## src/rtl/core/sbp_pkg.sv

```systemverilog
// Package for the six-button pad TH multiplexer.
// Holds item types, operation and register codes, button indexes, the note
// map and the line pattern functions. Depends on nothing.
package sbp_pkg;

   localparam int NUM_BUTTONS = 12;
   localparam int NUM_LINES   = 6;

   // Operation codes of an input item.
   localparam logic [1:0] OP_TICK    = 2'd0;
   localparam logic [1:0] OP_NOTE    = 2'd1;
   localparam logic [1:0] OP_RELEASE = 2'd2;
   localparam logic [1:0] OP_NONE    = 2'd3;

   // Configuration register indexes.
   localparam int CSR_INDEX_W = 8;
   localparam logic [CSR_INDEX_W-1:0] CSR_PAD_KIND   = 8'd0;
   localparam logic [CSR_INDEX_W-1:0] CSR_WAIT_LIMIT = 8'd1;

   localparam logic [15:0] WAIT_LIMIT_RESET = 16'd1000;

   // Button bit positions.
   localparam logic [3:0] KEY_UP    = 4'd0;
   localparam logic [3:0] KEY_DOWN  = 4'd1;
   localparam logic [3:0] KEY_LEFT  = 4'd2;
   localparam logic [3:0] KEY_RIGHT = 4'd3;
   localparam logic [3:0] KEY_A     = 4'd4;
   localparam logic [3:0] KEY_B     = 4'd5;
   localparam logic [3:0] KEY_C     = 4'd6;
   localparam logic [3:0] KEY_START = 4'd7;
   localparam logic [3:0] KEY_X     = 4'd8;
   localparam logic [3:0] KEY_Y     = 4'd9;
   localparam logic [3:0] KEY_Z     = 4'd10;
   localparam logic [3:0] KEY_MODE  = 4'd11;

   localparam logic [2:0] STEP_IDLE = 3'd1;
   localparam logic [2:0] STEP_LAST = 3'd7;

   typedef struct packed {
      logic [1:0] op;
      logic       th_level;
      logic [6:0] note;
      logic       pressed;
   } req_type;

   typedef struct packed {
      logic [5:0] lines_active;
      logic [2:0] shown_step_out;
      logic       busy_res;
      logic       timed_out;
   } rsp_type;

   typedef struct packed {
      logic       hit;
      logic [3:0] idx;
   } note_map_type;

   function automatic note_map_type note_button(input logic [6:0] note);
      note_map_type m;
      m.hit = 1'b1;
      unique case (note)
         7'd1:    m.idx = KEY_UP;
         7'd2:    m.idx = KEY_DOWN;
         7'd3:    m.idx = KEY_LEFT;
         7'd4:    m.idx = KEY_RIGHT;
         7'd6:    m.idx = KEY_A;
         7'd7:    m.idx = KEY_B;
         7'd9:    m.idx = KEY_C;
         7'd10:   m.idx = KEY_START;
         7'd11:   m.idx = KEY_X;
         7'd12:   m.idx = KEY_Y;
         7'd13:   m.idx = KEY_Z;
         7'd14:   m.idx = KEY_MODE;
         default: begin
            m.hit = 1'b0;
            m.idx = KEY_UP;
         end
      endcase
      return m;
   endfunction

   // Lines pulled low for a given step; bit 0 is D0.
   function automatic logic [NUM_LINES-1:0] step_pattern(input logic [2:0] step,
                                                         input logic [NUM_BUTTONS-1:0] b);
      logic [NUM_LINES-1:0] p;
      unique case (step)
         3'd0, 3'd2: p = {b[KEY_START], b[KEY_A], 1'b1, 1'b1, b[KEY_DOWN], b[KEY_UP]};
         3'd4:       p = {b[KEY_START], b[KEY_A], 4'b1111};
         3'd5:       p = {2'b00, b[KEY_MODE], b[KEY_X], b[KEY_Y], b[KEY_Z]};
         3'd6:       p = {b[KEY_START], b[KEY_A], 4'b0000};
         default:    p = {b[KEY_C], b[KEY_B], b[KEY_RIGHT], b[KEY_LEFT],
                          b[KEY_DOWN], b[KEY_UP]};
      endcase
      return p;
   endfunction

   function automatic logic [NUM_LINES-1:0] simple_pattern(input logic [NUM_BUTTONS-1:0] b);
      return {b[KEY_B], b[KEY_A], b[KEY_RIGHT], b[KEY_LEFT], b[KEY_DOWN], b[KEY_UP]};
   endfunction

endpackage

```

## src/rtl/core/sbp_state.sv

```systemverilog
// Pad state, configuration registers and per-item next-state logic.
// Produces the result of an accepted item in the same cycle. Uses sbp_pkg.
module sbp_state
   import sbp_pkg::*;
(
   input  logic                   clock,
   input  logic                   reset,
   input  logic                   item_accept,
   input  req_type                item,
   input  logic                   csr_write,
   input  logic [CSR_INDEX_W-1:0] csr_index,
   input  logic [15:0]            csr_wdata,
   output rsp_type                result
);

   logic                   pad_kind_ff, pad_kind_in;
   logic [15:0]            wait_limit_ff, wait_limit_in;
   logic [NUM_BUTTONS-1:0] buttons_ff, buttons_in;
   logic [2:0]             shown_step_ff, shown_step_in;
   logic                   in_seq_ff, in_seq_in;
   logic [15:0]            wait_count_ff, wait_count_in;
   logic                   last_th_ff, last_th_in;

   logic [NUM_BUTTONS-1:0] item_buttons;
   logic [2:0]             item_step;
   logic                   item_in_seq;
   logic [15:0]            item_wait;
   logic                   item_last_th;
   logic                   aborted;
   logic [15:0]            limit;
   logic [15:0]            wait_inc;
   logic [2:0]             step_inc;
   note_map_type           nmap;

   assign limit    = (wait_limit_ff == 16'd0) ? 16'd1 : wait_limit_ff;
   assign wait_inc = wait_count_ff + 16'd1;
   assign step_inc = shown_step_ff + 3'd1;
   assign nmap     = note_button(item.note);

   // State after the item, before any configuration write.
   always_comb begin
      item_buttons = buttons_ff;
      item_step    = shown_step_ff;
      item_in_seq  = in_seq_ff;
      item_wait    = wait_count_ff;
      item_last_th = last_th_ff;
      aborted      = 1'b0;
      unique case (item.op)
         OP_TICK: begin
            if (pad_kind_ff) begin
               if (in_seq_ff) begin
                  // Even steps wait for TH high, odd steps for TH low.
                  if (item.th_level == ~shown_step_ff[0]) begin
                     item_wait = 16'd0;
                     if (step_inc == STEP_LAST) begin
                        item_step   = STEP_IDLE;
                        item_in_seq = 1'b0;
                     end else begin
                        item_step = step_inc;
                     end
                  end else if (wait_inc >= limit) begin
                     item_wait   = 16'd0;
                     item_step   = STEP_IDLE;
                     item_in_seq = 1'b0;
                     aborted     = 1'b1;
                  end else begin
                     item_wait = wait_inc;
                  end
               end else if (last_th_ff && !item.th_level) begin
                  item_in_seq = 1'b1;
                  item_step   = 3'd0;
                  item_wait   = 16'd0;
               end
            end
            item_last_th = item.th_level;
         end
         OP_NOTE: begin
            if (nmap.hit) begin
               item_buttons[nmap.idx] = item.pressed;
               if (pad_kind_ff && !in_seq_ff) begin
                  item_step = {2'b00, last_th_ff};
               end
            end
         end
         OP_RELEASE: begin
            item_buttons = '0;
         end
         default: begin
         end
      endcase
   end

   always_comb begin
      result.lines_active   = pad_kind_ff ? step_pattern(item_step, item_buttons)
                                          : simple_pattern(item_buttons);
      result.shown_step_out = pad_kind_ff ? item_step : 3'd0;
      result.busy_res       = pad_kind_ff & item_in_seq;
      result.timed_out      = aborted;
   end

   always_comb begin
      pad_kind_in   = pad_kind_ff;
      wait_limit_in = wait_limit_ff;
      buttons_in    = buttons_ff;
      shown_step_in = shown_step_ff;
      in_seq_in     = in_seq_ff;
      wait_count_in = wait_count_ff;
      last_th_in    = last_th_ff;
      if (item_accept) begin
         buttons_in    = item_buttons;
         shown_step_in = item_step;
         in_seq_in     = item_in_seq;
         wait_count_in = item_wait;
         last_th_in    = item_last_th;
      end
      if (csr_write) begin
         if (csr_index == CSR_PAD_KIND) begin
            // Writing the pad kind drops all buttons and any sequence.
            pad_kind_in   = csr_wdata[0];
            buttons_in    = '0;
            in_seq_in     = 1'b0;
            wait_count_in = 16'd0;
            shown_step_in = {2'b00, last_th_ff};
         end else if (csr_index == CSR_WAIT_LIMIT) begin
            wait_limit_in = csr_wdata;
         end
      end
   end

   always_ff @(posedge clock) begin
      if (reset) begin
         pad_kind_ff   <= 1'b0;
         wait_limit_ff <= WAIT_LIMIT_RESET;
         buttons_ff    <= '0;
         shown_step_ff <= STEP_IDLE;
         in_seq_ff     <= 1'b0;
         wait_count_ff <= 16'd0;
         last_th_ff    <= 1'b0;
      end else begin
         pad_kind_ff   <= pad_kind_in;
         wait_limit_ff <= wait_limit_in;
         buttons_ff    <= buttons_in;
         shown_step_ff <= shown_step_in;
         in_seq_ff     <= in_seq_in;
         wait_count_ff <= wait_count_in;
         last_th_ff    <= last_th_in;
      end
   end

endmodule

```

## src/rtl/core/sbp_outbuf.sv

```systemverilog
// Result register with a skid entry so an item can be taken while the
// previous result is stalled. Uses sbp_pkg.
module sbp_outbuf
   import sbp_pkg::*;
(
   input  logic    clock,
   input  logic    reset,
   input  logic    push,
   input  rsp_type push_data,
   output logic    can_push,
   output logic    rsp_valid,
   input  logic    rsp_ready,
   output rsp_type rsp_data
);

   logic    main_valid_ff, main_valid_in;
   rsp_type main_data_ff, main_data_in;
   logic    skid_valid_ff, skid_valid_in;
   rsp_type skid_data_ff, skid_data_in;
   logic    pop;

   assign pop       = main_valid_ff & rsp_ready;
   assign can_push  = ~skid_valid_ff;
   assign rsp_valid = main_valid_ff;
   assign rsp_data  = main_data_ff;

   always_comb begin
      main_valid_in = main_valid_ff;
      main_data_in  = main_data_ff;
      skid_valid_in = skid_valid_ff;
      skid_data_in  = skid_data_ff;
      if (pop) begin
         if (skid_valid_ff) begin
            main_data_in  = skid_data_ff;
            skid_valid_in = 1'b0;
         end else begin
            main_valid_in = push;
            main_data_in  = push_data;
         end
      end else if (push) begin
         if (!main_valid_ff) begin
            main_valid_in = 1'b1;
            main_data_in  = push_data;
         end else begin
            skid_valid_in = 1'b1;
            skid_data_in  = push_data;
         end
      end
   end

   always_ff @(posedge clock) begin
      if (reset) begin
         main_valid_ff <= 1'b0;
         skid_valid_ff <= 1'b0;
      end else begin
         main_valid_ff <= main_valid_in;
         skid_valid_ff <= skid_valid_in;
      end
      main_data_ff <= main_data_in;
      skid_data_ff <= skid_data_in;
   end

endmodule

```

## src/rtl/core/six_button_pad_th_multiplexer_top.sv

```systemverilog
// Six-button pad TH multiplexer, top level.
// Results are registered; one item per cycle while input ready is high.
// While a result is stalled the one-entry skid takes one more item, then input
// ready drops until the stalled result is taken.
// Reset is synchronous, active high: buttons released, idle step 1, simple mode.
// Configuration writes are always ready and take effect at the next edge.
module six_button_pad_th_multiplexer_top
   import sbp_pkg::*;
(
   input  logic                   clock,
   input  logic                   reset,
   input  logic                   req_valid,
   output logic                   req_ready,
   input  req_type                req_data,
   output logic                   rsp_valid,
   input  logic                   rsp_ready,
   output rsp_type                rsp_data,
   input  logic                   csr_valid,
   output logic                   csr_ready,
   input  logic [CSR_INDEX_W-1:0] csr_index,
   input  logic [15:0]            csr_wdata
);

   logic    item_accept;
   rsp_type result;

   assign csr_ready   = 1'b1;
   assign item_accept = req_valid & req_ready;

   sbp_state u_state (
      .clock       (clock),
      .reset       (reset),
      .item_accept (item_accept),
      .item        (req_data),
      .csr_write   (csr_valid & csr_ready),
      .csr_index   (csr_index),
      .csr_wdata   (csr_wdata),
      .result      (result)
   );

   sbp_outbuf u_outbuf (
      .clock     (clock),
      .reset     (reset),
      .push      (item_accept),
      .push_data (result),
      .can_push  (req_ready),
      .rsp_valid (rsp_valid),
      .rsp_ready (rsp_ready),
      .rsp_data  (rsp_data)
   );

endmodule
```

## config.mk

```make
export PLATFORM = sky130hd
export DESIGN_NAME = six_button_pad_th_multiplexer_top
export DESIGN_NICKNAME = d
export VERILOG_FILES = /design/src/rtl/core/sbp_pkg.sv /design/src/rtl/core/sbp_state.sv /design/src/rtl/core/sbp_outbuf.sv /design/src/rtl/core/six_button_pad_th_multiplexer_top.sv
export SDC_FILE = /design/constraint.sdc
export NUM_CORES = 1
export LEC_CHECK = 0
export BUFFER_PORTS_ARGS = -buffer_cell sky130_fd_sc_hd__buf_2
export CAP_MARGIN = 10
export CELL_PAD_IN_SITES_DETAIL_PLACEMENT = 0
export CELL_PAD_IN_SITES_GLOBAL_PLACEMENT = 1
export CORE_UTILIZATION = 50
export CTS_BUF_LIST = sky130_fd_sc_hd__clkbuf_2 sky130_fd_sc_hd__clkbuf_4 sky130_fd_sc_hd__clkbuf_8
export DETAILED_ROUTE_END_ITERATION = 7
export PLACE_DENSITY_LB_ADDON = 0.1
export SETUP_SLACK_MARGIN = 0.4
export SLEW_MARGIN = 10
export SYNTH_ARGS = -nofsm -noshare
export SYNTH_HDL_FRONTEND = slang
export SYNTH_SLANG_ARGS = --single-unit
```

## constraint.sdc

```tcl
create_clock -name clock -period 7.2 [get_ports clock]
set_input_delay 0.72 -clock clock [delete_from_list [all_inputs] [get_ports clock]]
set_output_delay 0.72 -clock clock [all_outputs]
set_load 0.005 [all_outputs]
```

# After elaboration in Yosys (flattened, before gate mapping)
# Cells that the tools add are included.
totals:
  register_bits: 74
  latch_bits: 0
  mem_bits_rw: 0
  mem_bits_ro: 0
  in_bits: 40
  output_inout_bits: 14
  wordCells: 129
  memories: 0
op_classes:
  addsub: 2
  multipliers: 0
  div: 0
  order_cmp: 3
  eq_ne: 23
  shift: 0
  n_mux: 57
  n_bitwise: 7
  n_reduce_logical: 20
ops:
  columns: ["cell", "count"]
  rows:
  - ["$mux W16", 10]
  - ["$mux W12", 4]
  - ["$mux W11", 4]
  - ["$pmux W4 S11", 1]
  - ["$eq A7 B4 Y1 const B", 6]
  - ["$mux W3", 12]
  - ["$pmux W12 S2", 1]
  - ["$pmux W6 S4", 1]
  - ["$eq A7 B3 Y1 const B", 3]
  - ["$mux W1", 20]
  - ["$add A16 B1 Y16 const B", 1]
  - ["$ge A16 B16 Y1", 1]
  - ["$logic_not A16 Y1", 1]
  - ["$eq A7 B2 Y1 const B", 2]
  - ["$bwmux W12", 1]
  - ["$eq A3 B3 Y1 const B", 4]
  - ["$reduce_or A12 Y1", 1]
  - ["$reduce_and A2 Y1", 5]
  - ["$eq A8 B1 Y1 const B", 1]
  - ["$logic_not A8 Y1", 1]
  - ["$eq A7 B1 Y1 const B", 1]
  - ["$mux W6", 1]
  - ["$pmux W3 S2", 1]
  - ["$reduce_and A3 Y1", 2]
  - ["17 further kinds", 27]

# Depth between registers and ports, before layout
logic_depth:
  word_depth: 15
  ltp_mapped: 16
  mapped_depth_nobuf: 14

# Hierarchy
# Synthesis repeated with hierarchy kept, for this count alone.
unflattened:
  hier_cells: 491
  hier_area_um2: 4506.8
modules_own_cells:
  columns: ["module", "n_inst", "cells_per_inst", "area_each_um2", "seq_area_each_um2"]
  rows:
  - ["sbp_state", 1, 443, 3558.4, 1001.0]
  - ["sbp_outbuf", 1, 45, 930.9, 700.7]
  - ["six_button_pad_th_multiplexer_top", 1, 3, 17.5, 0.0]

# Least setup slack after synthesis
# OpenSTA, ideal clock, no wires.
synth_path:
  kind: "register to register"
  startpoint: "register u_state.wait_count_ff[0]"
  endpoint: "register u_outbuf.main_data_ff (netlist bit u_outbuf.rsp_data[10]), data pin"
  setup_time_ns: 0.262
  arrival_ns: 3.638
  required_time_ns: 6.938
  path_slack_ns: 3.300
  path_stages_with_launch: 16
  n_path_buf: 1
  period_less_slack_ns: 3.900
  path_cell_list: "dfxtp_1 -> ha_1 -> nand3_1 -> nor3_1 -> and3_1 -> clkbuf_1 -> nand3_1 -> xnor2_1 -> ha_1 -> nand4_2 -> nor3_4 -> a41oi_4 -> a311oi_4 -> nor2_1 -> a311oi_1 -> a21oi_1"
synth_rtl:
  columns: ["element", "line", "rtl"]
  rows:
  - ["start: declaration", "sbp_state.sv:21", "logic [15:0] wait_count_ff, wait_count_in;"]
  - ["start signal: assignment", "sbp_state.sv:145", "wait_count_ff <= wait_count_in;"]
  - ["end signal: assignment", "sbp_outbuf.sv:59", "main_data_ff <= main_data_in;"]
  - ["end: declaration", "sbp_outbuf.sv:17", "rsp_type main_data_ff, main_data_in;"]

==> summary.md <==
| Metric | Value |
|---|---|
| Outcome | `finished, final reports clean` |
| Power Dens Cells | `168.9 nW/µm²` |
| Max FO, Critical Path | `14` |
| Post-Syn Nets | `585` |
| Yosys top cell by area | `dfxtp_1` |
| Antenna cells | `0` |
| Worst slew pin tran | `1108 ps` |
| CTS sink count | `74` |
| Post-synth top area share | `22.19%` |
| Register-to-register setup slack | `2870 ps` |
| Final GP Congestion | `0.8613` |
| Most frequent cell after synthesis | `nor2_1` |
| Total Routing Usage GR | `23.44%` |
| Max-slew violations | `0` |
| Final Non-Filler Cells | `675` |
| Synthesized instance count | `524` |
| Total wire length | `10960 µm` |
| Layout Skew | `13.90 ps` |
| Syn. warnings | `0` |
| Ys flop type | `dfxtp_1` |
| Share of post-route cells with drive strength above 1 | `18.87%` |
| Dpl cells | `659` |
| Initial Util | `52.76%` |
| Clock Latency Late Sink | `350 ps` |
| HPWL Detailed | `8109 µm` |
| Startpoint types | `flop` |
| Hold Buf Count CTS | `0` |
| Reg power frac | `51.7%` |
| Core area | `8891 µm²` |
| Clock-pin slew on the worst setup and hold paths | `80 ps` |
| Htree depth | `3` |
| Die height | `98.86 µm` |
| Via density | `5.939` |
| First-pass GRT wire length | `18260 µm` |
| DRT iter0 DRCs | `160` |
| EDFF count, synth | `22` |
| CTS Buf Count | `9` |
| Setup repair after global routing missed its margin | `false` |
| IO Count | `54` |
| # fillers | `817` |
| Max stage delay cell, worst path | `nor3_1` |
| Relative slew margins | `25.63%` |
| CP Data Required Time | `7280 ps` |
| Post-route cell area | `5179 µm²` |
| CTS Root Cell | `clkbuf_8` |
| Nets | `623` |
| Syn Area/Cell | `8.952 µm²` |
| DRC | `0` |
| Final hold viol count | `0` |
| Grt ovf | `0` |
| Slowest cell delay on critical path | `450 ps` |
| P_sw | `0.2261 mW` |
| WP buf/inv | `0` |
| CP endpoint kind | `flop` |
| Cell family with most CP delay | `simple AND/OR/NAND/NOR gates` |
| DR WL/cell | `16.23 µm` |
| Fin crit period | `4326 ps` |
| Placed inst area | `4982 µm²` |
| First-pass DRT Iterations | `5` |
| Leakage | `2.173 nW` |
| Pin count of the biggest net entering global routing | `32` |
| Setup TNS Final | `0 ps` |
| Hold WC Path Type | `reg2reg` |
| Crit Path Category | `reg2reg` |
| Synth top area cells | `dfxtp_1, edfxtp_1, ha_1, nor2_1, mux2i_1` |
| PortBufs | `52` |
| Number of synthesized register bits | `74` |
| Post-route ant nets | `0` |
| Sequential-to-total area share from yosys stat | `36.28%` |
| Die Footprint | `9773 µm²` |
| Final period util | `60.09%` |
| Asr flop ratio synth | `0%` |
| Number of global-route vias before repair | `3902` |
| Max Fclk | `231.2 MHz` |
| Int Pwr | `0.6483 mW` |
| Commonest cells in the netlist | `nor2_1, dfxtp_1, inv_1, nand2_1, a21oi_1` |
| CTS resizes | `0` |
| WHS | `503.3 ps` |
| CTS tree | `done` |
| Max-cap violations | `0` |
| Initial antenna violation count | `0` |
| Total setup buffers inserted after CTS | `0` |
| Synthesized cell area | `4691 µm²` |
| Switching Fraction | `25.86%` |
| Core Rows | `34` |
| Die W | `98.86 µm` |
| Clk buf depth | `2` |
| Area growth, synth to finish | `10.40%` |
| Routed vias | `4009` |
| Logic pwr share | `11.3%` |
| Worst EP arrival | `4410 ps` |
| Final setup violation count | `0` |
| Post-synthesis cell type count | `72` |
| Maximum vdd drop | `96.38 µV` |
| Worst-path cell chain | `ha_1 > nand3_1 > nor3_1 > and3_1 > nand3_1 > xnor2_1 > ha_1 > nand4_2 > nor3_4 > a41oi_4 > and3b_1 > o21ai_4 > mux2i_1 > a22oi_1` |
| Clk pwr share | `37.0%` |
==> routing by layer <==
metal	vias up	share of wire, %	global-route usage, %
met3	26	3.2	3.759
met5	-	0	0
li1	2001	-	-
met2	91	52	42.07
met1	1891	42	27.35
met4	0	3.3	10.68
==> cell type report <==
type / count / area, µm² / share of cell area, %
repair buffers: 54 / 275.3 / 5.315
inverters: 33 / 123.9 / 2.392
multi-input cells: 390 / 2746 / 53.03
clock buffers: 10 / 131.4 / 2.537
flip-flops and latches: 74 / 1702 / 32.86
clock inverters: 6 / 65.06 / 1.256
well taps: 108 / 135.1 / 2.609
==> layout by cell type (no fill, tap or decap), types with 8 or more instances in the layout <==
cell type	count
o21ai_0	19
nand3_1	14
nand2_1	32
mux2i_1	16
inv_1	32
buf_2	52
nor2_1	66
xnor2_1	8
ha_1	21
nor3_1	10
xor2_1	10
a211o_1	11
edfxtp_1	22
a21oi_1	28
mux2_2	9
dfxtp_1	52
a211oi_1	15
clkbuf_8	9
a22oi_1	15
==> flip-flops by register name, indices dropped and copies added (netlist names) <==
| name | flops |
|---|---|
| u_state.shown_step_ff | 3 |
| u_outbuf.skid_data_ff | 11 |
| u_state.wait_limit_ff | 16 |
| u_outbuf.skid_valid_ff | 1 |
| u_state.in_seq_ff | 1 |
| u_state.last_th_ff | 1 |
| u_outbuf.rsp_data | 11 |
| u_state.wait_count_ff | 16 |
| u_state.pad_kind_ff | 1 |
| u_outbuf.rsp_valid | 1 |
| u_state.buttons_ff | 12 |
==> cells by family (layout without fill, tap and decap cells) <==
kind of cell | count (synthesis) | after routing | share of synthesized area, %
other cells | 1 | 1 | 0.07994
flops | 74 | 74 | 36.28
buf+inv | 60 | 103 | 5.228
mux | 27 | 27 | 6.375
xor+xnor | 18 | 18 | 3.361
fa+ha+maj | 21 | 21 | 5.601
compound gates | 147 | 147 | 23.85
simple gates | 176 | 176 | 19.23
==> power groups by stage <==
stage	Combinational, mW	Sequential, mW	Clock [mW]
finish	0.0984	0.452	0.324
global route	0.109	0.455	0.346
CTS	0.0986	0.453	0.331
detailed placement	0.0983	0.462	0
global placement	0.0963	0.462	0
floorplan	0.0633	0.461	0
==> worst paths after layout <==
check / from / to / cells after the start
setup / recovery: u_state.wait_count_ff[0] / u_outbuf.skid_data_ff[5] / 14
hold / removal: u_state.wait_limit_ff[8] / u_state.wait_limit_ff[8] / 1
setup reg to reg: u_state.wait_count_ff[0] / u_outbuf.skid_data_ff[5] / 14
hold reg to reg: u_state.wait_limit_ff[8] / u_state.wait_limit_ff[8] / 1
==> metrics by stage <==
step / setup slack, ps / utilization, % / total power, mW
after floorplan: 3300 / - / 0.5243
after global placement: 3064 / 56.04 / 0.5579
after detailed placement: 2911 / 56.04 / 0.5605
after CTS: 2866 / 58.25 / 0.8818
after global routing: 2510 / 58.25 / 0.9103
final: 2874 / 58.25 / 0.8744
==> worst register-to-register path, stage by stage, from the launching register on <==
cell and delay [ps]:
dfxtp_1 410, ha_1 260, nand3_1 210, nor3_1 450
and3_1 330, nand3_1 120, xnor2_1 160, ha_1 300
nand4_2 160, nor3_4 280, a41oi_4 230, and3b_1 300
o21ai_4 420, mux2i_1 340, a22oi_1 100
(Power assumes the default switching activity.)
